## src/sv/fcm_pkg.sv

```systemverilog
// Shared constants, command/status types and the Q8.24 to Q4.12 rounding
// function for the feature-wise linear modulation block.
// No dependencies.
`timescale 1ns / 1ps

package fcm_pkg;

   localparam int CHANNELS    = 16;
   localparam int CTRL_PARAMS = 8;

   localparam int DATA_W = 16;
   localparam int IDX_W  = 9;
   localparam int OP_W   = 2;

   // weight memory layout: gamma weights, gamma biases, beta weights, beta biases
   localparam int CP_WORDS     = CHANNELS * CTRL_PARAMS;
   localparam int GAMMA_B_BASE = CP_WORDS;
   localparam int BETA_W_BASE  = CP_WORDS + CHANNELS;
   localparam int BETA_B_BASE  = 2 * CP_WORDS + CHANNELS;
   localparam int WEIGHT_WORDS = 2 * CP_WORDS + 2 * CHANNELS;

   localparam int WADDR_W = $clog2(WEIGHT_WORDS);
   localparam int CH_W    = (CHANNELS > 1) ? $clog2(CHANNELS) : 1;
   localparam int P_W     = (CTRL_PARAMS > 1) ? $clog2(CTRL_PARAMS) : 1;
   localparam int STEP_W  = $clog2(2 * CTRL_PARAMS + 2);

   localparam int PROD_W = 2 * DATA_W;
   localparam int ACC_W  = PROD_W + $clog2(CTRL_PARAMS + 2) + 2;
   localparam int FRAC_W = 12;

   localparam logic signed [DATA_W-1:0] ONE_Q12 = DATA_W'(4096);

   localparam logic [OP_W-1:0] OP_LOAD_WEIGHT = 2'd0;
   localparam logic [OP_W-1:0] OP_SET_PARAM   = 2'd1;
   localparam logic [OP_W-1:0] OP_RECOMPUTE   = 2'd2;
   localparam logic [OP_W-1:0] OP_APPLY       = 2'd3;

   typedef struct packed {
      logic               wt_wr;     // weight memory write
      logic               wt_zero;   // write zero (clearing sweep)
      logic [WADDR_W-1:0] wt_addr;
      logic               prm_wr;    // control parameter write
      logic               app_load;  // capture sample and its product
      logic               app_pass;  // channel out of range
      logic               app_emit;  // load output register
      logic               acc_clear;
      logic               rd_en;     // recompute weight read
      logic [WADDR_W-1:0] rd_addr;
      logic               rd_beta;
      logic               rd_bias;
      logic [P_W-1:0]     rd_psel;
      logic               rec_wr;    // store scale and offset
      logic [CH_W-1:0]    rec_chan;
   } fcm_cmd_type;

   typedef struct packed {
      logic out_free;
   } fcm_sts_type;

   typedef struct packed {
      logic [DATA_W-1:0] value;
      logic              clip;
   } fcm_rs_type;

   // round half up by 2^12, then clip to the Q4.12 range
   function automatic fcm_rs_type round_sat(input logic signed [ACC_W-1:0] acc);
      logic signed [ACC_W-1:0]        sum;
      logic signed [ACC_W-FRAC_W-1:0] q;
      fcm_rs_type                     r;
      sum = acc + ACC_W'(2048);
      q   = sum[ACC_W-1:FRAC_W];
      if (q > (ACC_W-FRAC_W)'(32767)) begin
         r.value = 16'h7fff;
         r.clip  = 1'b1;
      end else if (q < (ACC_W-FRAC_W)'(-32768)) begin
         r.value = 16'h8000;
         r.clip  = 1'b1;
      end else begin
         r.value = q[DATA_W-1:0];
         r.clip  = 1'b0;
      end
      return r;
   endfunction

endpackage

```

## src/sv/fcm_ctrl.sv

```systemverilog
// Controller: clearing sweep after reset, word decode, recompute sequencing
// and apply handoff. Drives fcm_pkg::fcm_cmd_type to the datapath.
// Depends on fcm_pkg.
`timescale 1ns / 1ps

module fcm_ctrl (
   input  logic                           clock,
   input  logic                           reset,
   input  logic                           req_valid,
   input  logic [fcm_pkg::OP_W-1:0]       req_op,
   input  logic [fcm_pkg::IDX_W-1:0]      req_index,
   output logic                           req_stall,
   input  fcm_pkg::fcm_sts_type           sts,
   output fcm_pkg::fcm_cmd_type           cmd
);

   localparam logic [2:0] ST_CLEAR  = 3'd0;
   localparam logic [2:0] ST_IDLE   = 3'd1;
   localparam logic [2:0] ST_APPLY  = 3'd2;
   localparam logic [2:0] ST_REC_RD = 3'd3;
   localparam logic [2:0] ST_DRAIN  = 3'd4;
   localparam logic [2:0] ST_REC_WR = 3'd5;

   logic [2:0]                       state_ff, state_in;
   logic [fcm_pkg::WADDR_W-1:0]      clr_ff, clr_in;
   logic [fcm_pkg::STEP_W-1:0]       step_ff, step_in;
   logic [fcm_pkg::CH_W-1:0]         chan_ff, chan_in;
   logic [fcm_pkg::WADDR_W-1:0]      row_ff, row_in;
   logic                             drain_ff, drain_in;
   logic                             accept;
   logic [fcm_pkg::STEP_W-1:0]       step_beta;

   assign req_stall = (state_ff != ST_IDLE);
   assign accept    = req_valid && (state_ff == ST_IDLE);
   assign step_beta = step_ff - fcm_pkg::STEP_W'(fcm_pkg::CTRL_PARAMS);

   always_comb begin
      // recompute address walk: gamma weights, beta weights, gamma bias, beta bias
      cmd.rd_beta = 1'b0;
      cmd.rd_bias = 1'b0;
      cmd.rd_psel = fcm_pkg::P_W'(step_ff);
      cmd.rd_addr = row_ff + fcm_pkg::WADDR_W'(step_ff);
      if (step_ff < fcm_pkg::STEP_W'(fcm_pkg::CTRL_PARAMS)) begin
         cmd.rd_addr = row_ff + fcm_pkg::WADDR_W'(step_ff);
      end else if (step_ff < fcm_pkg::STEP_W'(2 * fcm_pkg::CTRL_PARAMS)) begin
         cmd.rd_beta = 1'b1;
         cmd.rd_psel = fcm_pkg::P_W'(step_beta);
         cmd.rd_addr = fcm_pkg::WADDR_W'(fcm_pkg::BETA_W_BASE) + row_ff
                       + fcm_pkg::WADDR_W'(step_beta);
      end else if (step_ff == fcm_pkg::STEP_W'(2 * fcm_pkg::CTRL_PARAMS)) begin
         cmd.rd_bias = 1'b1;
         cmd.rd_addr = fcm_pkg::WADDR_W'(fcm_pkg::GAMMA_B_BASE)
                       + fcm_pkg::WADDR_W'(chan_ff);
      end else begin
         cmd.rd_beta = 1'b1;
         cmd.rd_bias = 1'b1;
         cmd.rd_addr = fcm_pkg::WADDR_W'(fcm_pkg::BETA_B_BASE)
                       + fcm_pkg::WADDR_W'(chan_ff);
      end

      state_in = state_ff;
      clr_in   = clr_ff;
      step_in  = step_ff;
      chan_in  = chan_ff;
      row_in   = row_ff;
      drain_in = drain_ff;

      cmd.wt_wr     = 1'b0;
      cmd.wt_zero   = 1'b0;
      cmd.wt_addr   = fcm_pkg::WADDR_W'(req_index);
      cmd.prm_wr    = 1'b0;
      cmd.app_load  = 1'b0;
      cmd.app_pass  = !(32'(req_index) < fcm_pkg::CHANNELS);
      cmd.app_emit  = 1'b0;
      cmd.acc_clear = 1'b0;
      cmd.rd_en     = 1'b0;
      cmd.rec_wr    = 1'b0;
      cmd.rec_chan  = chan_ff;

      unique case (state_ff)
         ST_CLEAR: begin
            cmd.wt_wr   = 1'b1;
            cmd.wt_zero = 1'b1;
            cmd.wt_addr = clr_ff;
            clr_in      = clr_ff + 1'b1;
            if (clr_ff == fcm_pkg::WADDR_W'(fcm_pkg::WEIGHT_WORDS - 1)) begin
               state_in = ST_IDLE;
            end
         end
         ST_IDLE: begin
            if (accept) begin
               unique case (req_op)
                  fcm_pkg::OP_LOAD_WEIGHT: begin
                     cmd.wt_wr = (32'(req_index) < fcm_pkg::WEIGHT_WORDS);
                  end
                  fcm_pkg::OP_SET_PARAM: begin
                     cmd.prm_wr = (32'(req_index) < fcm_pkg::CTRL_PARAMS);
                  end
                  fcm_pkg::OP_RECOMPUTE: begin
                     cmd.acc_clear = 1'b1;
                     step_in       = '0;
                     chan_in       = '0;
                     row_in        = '0;
                     state_in      = ST_REC_RD;
                  end
                  fcm_pkg::OP_APPLY: begin
                     cmd.app_load = 1'b1;
                     state_in     = ST_APPLY;
                  end
                  default: ;
               endcase
            end
         end
         ST_APPLY: begin
            if (sts.out_free) begin
               cmd.app_emit = 1'b1;
               state_in     = ST_IDLE;
            end
         end
         ST_REC_RD: begin
            cmd.rd_en = 1'b1;
            step_in   = step_ff + 1'b1;
            if (step_ff == fcm_pkg::STEP_W'(2 * fcm_pkg::CTRL_PARAMS + 1)) begin
               drain_in = 1'b0;
               state_in = ST_DRAIN;
            end
         end
         ST_DRAIN: begin
            // read and multiply stages still in flight
            drain_in = 1'b1;
            if (drain_ff) begin
               state_in = ST_REC_WR;
            end
         end
         ST_REC_WR: begin
            cmd.rec_wr    = 1'b1;
            cmd.acc_clear = 1'b1;
            chan_in       = chan_ff + 1'b1;
            row_in        = row_ff + fcm_pkg::WADDR_W'(fcm_pkg::CTRL_PARAMS);
            step_in       = '0;
            if (chan_ff == fcm_pkg::CH_W'(fcm_pkg::CHANNELS - 1)) begin
               state_in = ST_IDLE;
            end else begin
               state_in = ST_REC_RD;
            end
         end
         default: begin
            state_in = ST_IDLE;
         end
      endcase
   end

   always_ff @(posedge clock) begin
      if (reset) begin
         state_ff <= ST_CLEAR;
         clr_ff   <= '0;
         step_ff  <= '0;
         chan_ff  <= '0;
         row_ff   <= '0;
         drain_ff <= 1'b0;
      end else begin
         state_ff <= state_in;
         clr_ff   <= clr_in;
         step_ff  <= step_in;
         chan_ff  <= chan_in;
         row_ff   <= row_in;
         drain_ff <= drain_in;
      end
   end

endmodule

```

## config.mk

```make
export PLATFORM = sky130hd
export DESIGN_NAME = fcm_ctrl
export DESIGN_NICKNAME = d
export VERILOG_FILES = /design/src/sv/fcm_pkg.sv /design/src/sv/fcm_ctrl.sv
export SDC_FILE = /design/constraint.sdc
export NUM_CORES = 1
export LEC_CHECK = 0
export BUFFER_PORTS_ARGS = -buffer_cell sky130_fd_sc_hd__buf_4
export CORE_AREA = 2 2 63 65
export CTS_CLUSTER_SIZE = 40
export DETAILED_ROUTE_END_ITERATION = 10
export DIE_AREA = 0 0 65 67
export GPL_ROUTABILITY_DRIVEN = 1
export PLACE_DENSITY = 0.95
export SLEW_MARGIN = 20
export SYNTH_ARGS = -nofsm -noshare
export SYNTH_HDL_FRONTEND = slang
export SYNTH_SLANG_ARGS = --single-unit
```

## constraint.sdc

```tcl
create_clock -name clock -period 4.2 [get_ports clock]
set_input_delay 1.05 -clock clock [delete_from_list [all_inputs] [get_ports clock]]
set_output_delay 1.05 -clock clock [all_outputs]
set_load 0.05 [all_outputs]
```

==> impl_results.md, run 1 <==
* Worst Path Max Fanout at 9
* M1 wire length at 2080 microns
* Ys flop type: dfxtp_1
* H-tree depth at 1
* Setup-violating endpoint count in the final report at 0
* Post-synth EDFFs at 0
* Die Y at 67 microns
* Max Cap Violations at 0
* Gpl congestion at roughly 0.87
* Worst skew pair latency at 0.27 ns
* Post-CTS setup buffer count at 0
* DR iter-0 viols at 96
* Longest Clk Path Bufs at 2
* Vias at about 2000
* Post-CTS Hold Buffers at 0
* Slowest-stage cell, CP: dfxtp_1
* RSZ-0062 raised after global routing: no
* Filler Cells Inserted at approximately 300
* WP buf/inv at 3
* Nets at about 330
* 1st-pass router iterations at 4
* Min cycle time layout at between 3 and 4 ns
* Status: completed
* CTS clk-pin slew, worst paths at around 0.090 ns
* Slew @ Worst Pin at roughly 0.75 ns
* Hpwl dp at 3700 microns
* Synth Register Bits at 28
* FFs w/ async S/R, synth at 0%
* Slew Viols, Final at 0
* Effective utilization at floorplan at 57.5%
* Crit path DAT at 2.76 ns
* CP startpoint kind: flip-flop
* Number of routed nets with antenna violations at 0
* First-pass GRT wire length at 7980 microns
* Fin crit share at approximately nine tenths
* Crit path depth at 11
* Fraction of the yosys area taken by sequential cells at a little over a quarter
* Setup Skew at 0.00311 ns
* Die width at ~65 microns
* Worst EP required at around 3.2 ns
* GRT Util Overall at a little under a quarter
* Fmax at 262 MHz
* Initial antenna violation count at 0
* Ratio of cells with drive above 1 in the final layout at approximately 25%
* Synthesized area per cell at between 8 and 9 sq um
* Hold Path Class: flip-flop to flip-flop
* Avg WL per Cell at roughly 14 microns
* Maximum vdd ir drop at just under 0.5 mV
* Cells after synthesis at approximately 260
* Total Power at just under 0.9 mW
* Library cells used by synthesis at 46
* Diodes inserted at 0
* Residual DRC count at 0
* Total gr overflow at 0
* Crit-path cells: inv_1 -> ha_1 -> ha_1 -> inv_1 -> ha_1 -> nor2_1 -> a31oi_1 -> a21oi_1 -> xnor2_1 -> a221o_1 -> buf_4
* Power per cell area at roughly 350 mW/mm^2
* Clock Tree Root: clkbuf_8
* CTS buffer count at 3
* Largest delay contributor family on the critical path: adder cells
* Final hold viol count at 0
* Commonest non-fill, non-tap cell in the layout: buf_4
* Met2 WL at 2450 microns
* I/O pin cnt at 52
* TritonCTS clock tree: built
* Post-CTS sizing at 0
* WS Path Type: flip-flop to primary output
* Area grow syn2layout at 22.0%
* Vias in the first global route at between 1500 and 2000
* P_leak at 1.17 nW
* Crit-path most repeated cell: ha_1
* Drt total wl at between 4000 and 5000 microns
* Final TNS setup at 0 ns
* Clk sinks at 28
* Port Buffer Count at 51
* Hold path depth at 2
* Vias per cell at 5.65
* Mapped cell area at ~0.0021 sq mm
* Top Metal Used: met4
* Commonest non-fill, non-tap cells in the layout: buf_4, nor2_1, dfxtp_1
* Metal3 WL at roughly 220 microns
* Std cell rows at 22
* Max-Slew Margin vs Limit at around 50%
* Die ar. at about 0.0044 sq mm
* CP Capture Type: primary output
* Synth warn at 0
* Largest net degree at the start of global routing at 24
* R2R depth at 6
* CORE AREA at roughly 0.0036 sq mm
* Critical Path Max Stage Delay at 0.50 ns
==> stage by stage <==
| stage | hold WS (ns) | instance area [sq um] | util [%] | cells | worst slack [ns] |
|---|---|---|---|---|---|
| global placement | 0.471 | 2460 | 68.1 | 343 | 0.813 |
| global route | 0.521 | 2530 | 70.1 | 347 | 0.260 |
| finish | 0.495 | 2530 | 70.1 | 347 | 0.387 |
| floorplan | 0.455 | 2080 | - | 258 | 0.00783 |
| detailed placement | 0.481 | 2460 | 68.1 | 343 | 0.722 |
| CTS | 0.502 | 2530 | 70.1 | 347 | 0.410 |
==> tightest hold or removal path, delay by kind of cell, from the launching register on <==
kind | cells | cell delay [ns]
AND/OR/NAND/NOR | 1 | 0.06
flip-flops | 1 | 0.33
AO/OA/AOI/OAI | 1 | 0.06
==> kinds of logic (layout without fill, tap and decap cells) <==
family / after synthesis / in the layout / share of synthesized area [%]
and+or+nand+nor: 104 / 104 / 25.9
DFF: 28 / 28 / 27.0
muxes: 11 / 11 / 5.85
AOI/OAI and AO/OA: 36 / 36 / 12.1
buffers and inverters: 30 / 71 / 6.28
xor gates and xnor gates: 27 / 27 / 11.4
adders and majority gates: 18 / 18 / 11.2
other: 1 / 4 / 0.181
==> Yosys cell counts (3+ instances only) <==
cell	n	area [sq um]
a211oi_1	5	37.5
a21oi_1	9	45.0
a31oi_1	4	25.0
and3_1	4	25.0
buf_2	5	25.0
buf_4	3	22.5
clkbuf_1	6	22.5
dfxtp_1	28	561
ha_1	17	213
inv_1	16	60.1
mux2_2	9	101
nand2_1	27	101
nand2b_1	6	37.5
nand3_1	5	25.0
nand4_1	6	37.5
nand4b_1	3	26.3
nor2_1	33	124
nor3_1	5	25.0
o21ai_0	4	20.0
xnor2_1	13	114
xor2_1	14	123
==> flip-flops by register name, indices dropped and copies added (netlist names) <==
register	cells
clr_ff	9
row_ff	6
step_ff	5
chan_ff	4
state_ff	3
drain_ff	1
==> power breakdown <==
part	leakage [nW]	switching, mW	internal (mW)	total [mW]
Clock	0.0357	0.0832	0.128	0.211
Sequential	0.226	0.0250	0.281	0.306
Combinational	0.912	0.235	0.139	0.375
Total	1.17	0.344	0.548	0.892
==> final timing paths <==
kind              start     endpoint  slack (ns)
max reg2reg   clr_ff[0]  state_ff[1]        2.28
min            drain_ff     drain_ff        0.50
max          step_ff[4]      cmd[18]        0.39
min reg2reg    drain_ff     drain_ff        0.50
==> layer usage <==
metal	global-route usage, %	vias to the layer above
li1	-	965
met1	28.4	923
met2	42.0	65
met3	1.86	9
met4	9.84	0
met5	0	-
==> cell type report <==
type	instances	area [sq um]	area share [%]
clock buffer	3	41.3	1.63
timing repair buffer	51	383	15.1
tap	48	60.1	2.38
multi-input combinational	200	1390	55.1
clock inverter	1	30.0	1.19
sequential	28	561	22.2
inverter	16	60.1	2.38
Power figures use the tool's default switching activity.
==> run 2: changes to the inputs <==
--- a/config.mk
+++ b/config.mk
@@ -6,10 +6,12 @@
 export NUM_CORES = 1
 export LEC_CHECK = 0
 export BUFFER_PORTS_ARGS = -buffer_cell sky130_fd_sc_hd__buf_4
-export CORE_AREA = 2 2 63 65
+export CELL_PAD_IN_SITES_DETAIL_PLACEMENT = 2
+export CELL_PAD_IN_SITES_GLOBAL_PLACEMENT = 2
+export CORE_AREA = 2 2 83 85
 export CTS_CLUSTER_SIZE = 40
 export DETAILED_ROUTE_END_ITERATION = 10
-export DIE_AREA = 0 0 65 67
+export DIE_AREA = 0 0 85 87
 export GPL_ROUTABILITY_DRIVEN = 1
 export PLACE_DENSITY = 0.95
 export SLEW_MARGIN = 20
==> run 2 against run 1 <==
Effect of this change: sequential cell count is the same; die area grew 70%; global-route usage shrank 4.9 points; clock power shrank 18%.
==> impl_results.md, run 2 (synthesized netlist as in run 1, its figures left out) <==
* Status: completed
* Fin crit share at approximately 90%
* Power per cell area at ~340 mW/mm^2
* Post-CTS sizing at 0
* CORE AREA at between 0.006 and 0.007 sq mm
* Largest delay contributor family on the critical path: adder cells
* Ratio of cells with drive above 1 in the final layout at between 20% and 30%
* Slew @ Worst Pin at around 0.76 ns
* Initial antenna violation count at 0
* DR iter-0 viols at 57
* Final hold viol count at 0
* Longest Clk Path Bufs at 2
* Total gr overflow at 0
* Crit path DAT at 2.84 ns
* Crit-path most repeated cell: ha_1
* Design area at 0.00256 sq mm
* GR Util met1 at between 20% and 30%
* Max-Slew Margin vs Limit at 49.3%
* Met2 usage at between 30 and 40%
* Post-CTS setup buffer count at 0
* Slowest-stage cell, CP: dfxtp_1
* First-pass GRT wire length at ~11000 microns
* Worst skew pair latency at 0.28 ns
* Fmax at approximately 260 MHz
* Vias in the first global route at approximately 2300
* Area after DPL at between 0.002 and 0.003 sq mm
* Nets at 334
* Worst Path Max Fanout at 6
* Port Buffer Count at between 50 and 60
* Vias per cell at between 5 and 6
* Area grow syn2layout at 23.5%
* WS Path Type: flip-flop to primary output
* Hold Path Class: flip-flop to flip-flop
* Drt total wl at 6500 microns
* CTS buffer count at 3
* Setup-violating endpoint count in the final report at 0
* Hpwl dp at ~5200 microns
* Die ar. at ~0.0074 sq mm
* CTS clk-pin slew, worst paths at between 0.1 and 0.15 ns
* Avg WL per Cell at about 17 microns
* Worst EP required at 3.15 ns
* Final TNS setup at 0 ns
* WP buf/inv at 3
* Crit-path cells: inv_1 -> ha_1 -> ha_1 -> inv_1 -> ha_1 -> nor2_1 -> a31oi_1 -> a21oi_1 -> xnor2_1 -> a221o_1 -> buf_4
* Global routing usage on met3 at between 2 and 3%
* 1st-pass router iterations at 4
* Diodes inserted at 0
* I/O pin cnt at 52
* GRT Util Overall at 18.4%
* Max Cap Violations at 0
* Effective utilization at floorplan at between 30% and 40%
* Commonest non-fill, non-tap cell in the layout: buf_4
* Largest register by flop count: clr_ff
* Most Crowded Layer GR: met2
* Post-CTS Hold Buffers at 0
* TritonCTS clock tree: built
* Die Y at around 87 microns
* Min cycle time layout at just under 4 ns
* Number of routed nets with antenna violations at 0
* Critical Path Max Stage Delay at around 0.47 ns
* CP Capture Type: primary output
* Largest net degree at the start of global routing at 24
* Setup Skew at between 0.009 and 0.01 ns
* Gpl congestion at 0.804
* Die width at between 80 and 90 microns
* CP startpoint kind: flip-flop
* Std cell rows at 30
* Top flop regs: clr_ff (9), row_ff (6), step_ff (5)
* Slew Viols, Final at 0
* P_leak at 1.17 nW
* Max reg flops at 9
* Commonest non-fill, non-tap cells in the layout: buf_4, nor2_1, dfxtp_1
* H-tree depth at 1
* Maximum vdd ir drop at 0.318 mV
* RSZ-0062 raised after global routing: no
* Clk sinks at 28
* Vias at between 1500 and 2000
* Residual DRC count at 0
* Clock Tree Root: clkbuf_8
run 2: changes by cell type in the layout (fill, tap and decap cells not counted), sizes merged:
cell and delta:
buf +1, bufinv -1, clkbuf +1
run 2: power breakdown:
| part | total, mW | internal, mW | leakage [nW] | switching, mW |
|---|---|---|---|---|
| Clock | 0.172 | 0.0840 | 0.0288 | 0.0877 |
| Combinational | 0.386 | 0.140 | 0.917 | 0.245 |
| Sequential | 0.310 | 0.281 | 0.226 | 0.0286 |
| Total | 0.867 | 0.505 | 1.17 | 0.362 |
run 2: worst register-to-register path, cell delays in order, from the launching register on:
cell and delay, ns:
dfxtp_1 0.40, ha_1 0.24, nand2_1 0.07, or4_4 0.49, a221oi_2 0.38, mux2i_1 0.24, nor2_1 0.06
run 2: layout make-up:
cell class,count,area [sq um]
Timing Repair Buffer,52,390
Clock buffer,4,55.1
Inverter,16,60.1
Tap cell,80,100
Multi-Input combinational cell,200,1390
Sequential cell,28,561
Fill cell,777,4010
run 2: through the flow:
| step | hold slack [ns] | power, mW | util [%] | worst slack, ns | cells |
|---|---|---|---|---|---|
| 2_1_floorplan | 0.455 | 0.594 | - | 0.00783 | 258 |
| 3_3_place_gp | 0.472 | 0.686 | 38.1 | 0.787 | 376 |
| 3_5_place_dp | 0.483 | 0.700 | 38.1 | 0.594 | 376 |
| 4_1_cts | 0.504 | 0.877 | 39.0 | 0.276 | 380 |
| 5_1_grt | 0.541 | 0.905 | 39.0 | 0.0589 | 380 |
| 6_report | 0.500 | 0.867 | 39.0 | 0.313 | 380 |
run 2: final timing paths:
check,from,endpoint,slack [ns],cells past startpoint
setup / recovery,step_ff[3],cmd[18],0.31,11
hold / removal,drain_ff,drain_ff,0.50,2
setup reg to reg,clr_ff[0],state_ff[1],2.20,6
hold reg to reg,drain_ff,drain_ff,0.50,2
run 2: per-layer routing:
layer  share of wire, %  vias up
li1                   -      961
met1                 40      978
met2                 55       45
met3                4.0        4
met4               0.55        0
met5                  0        -
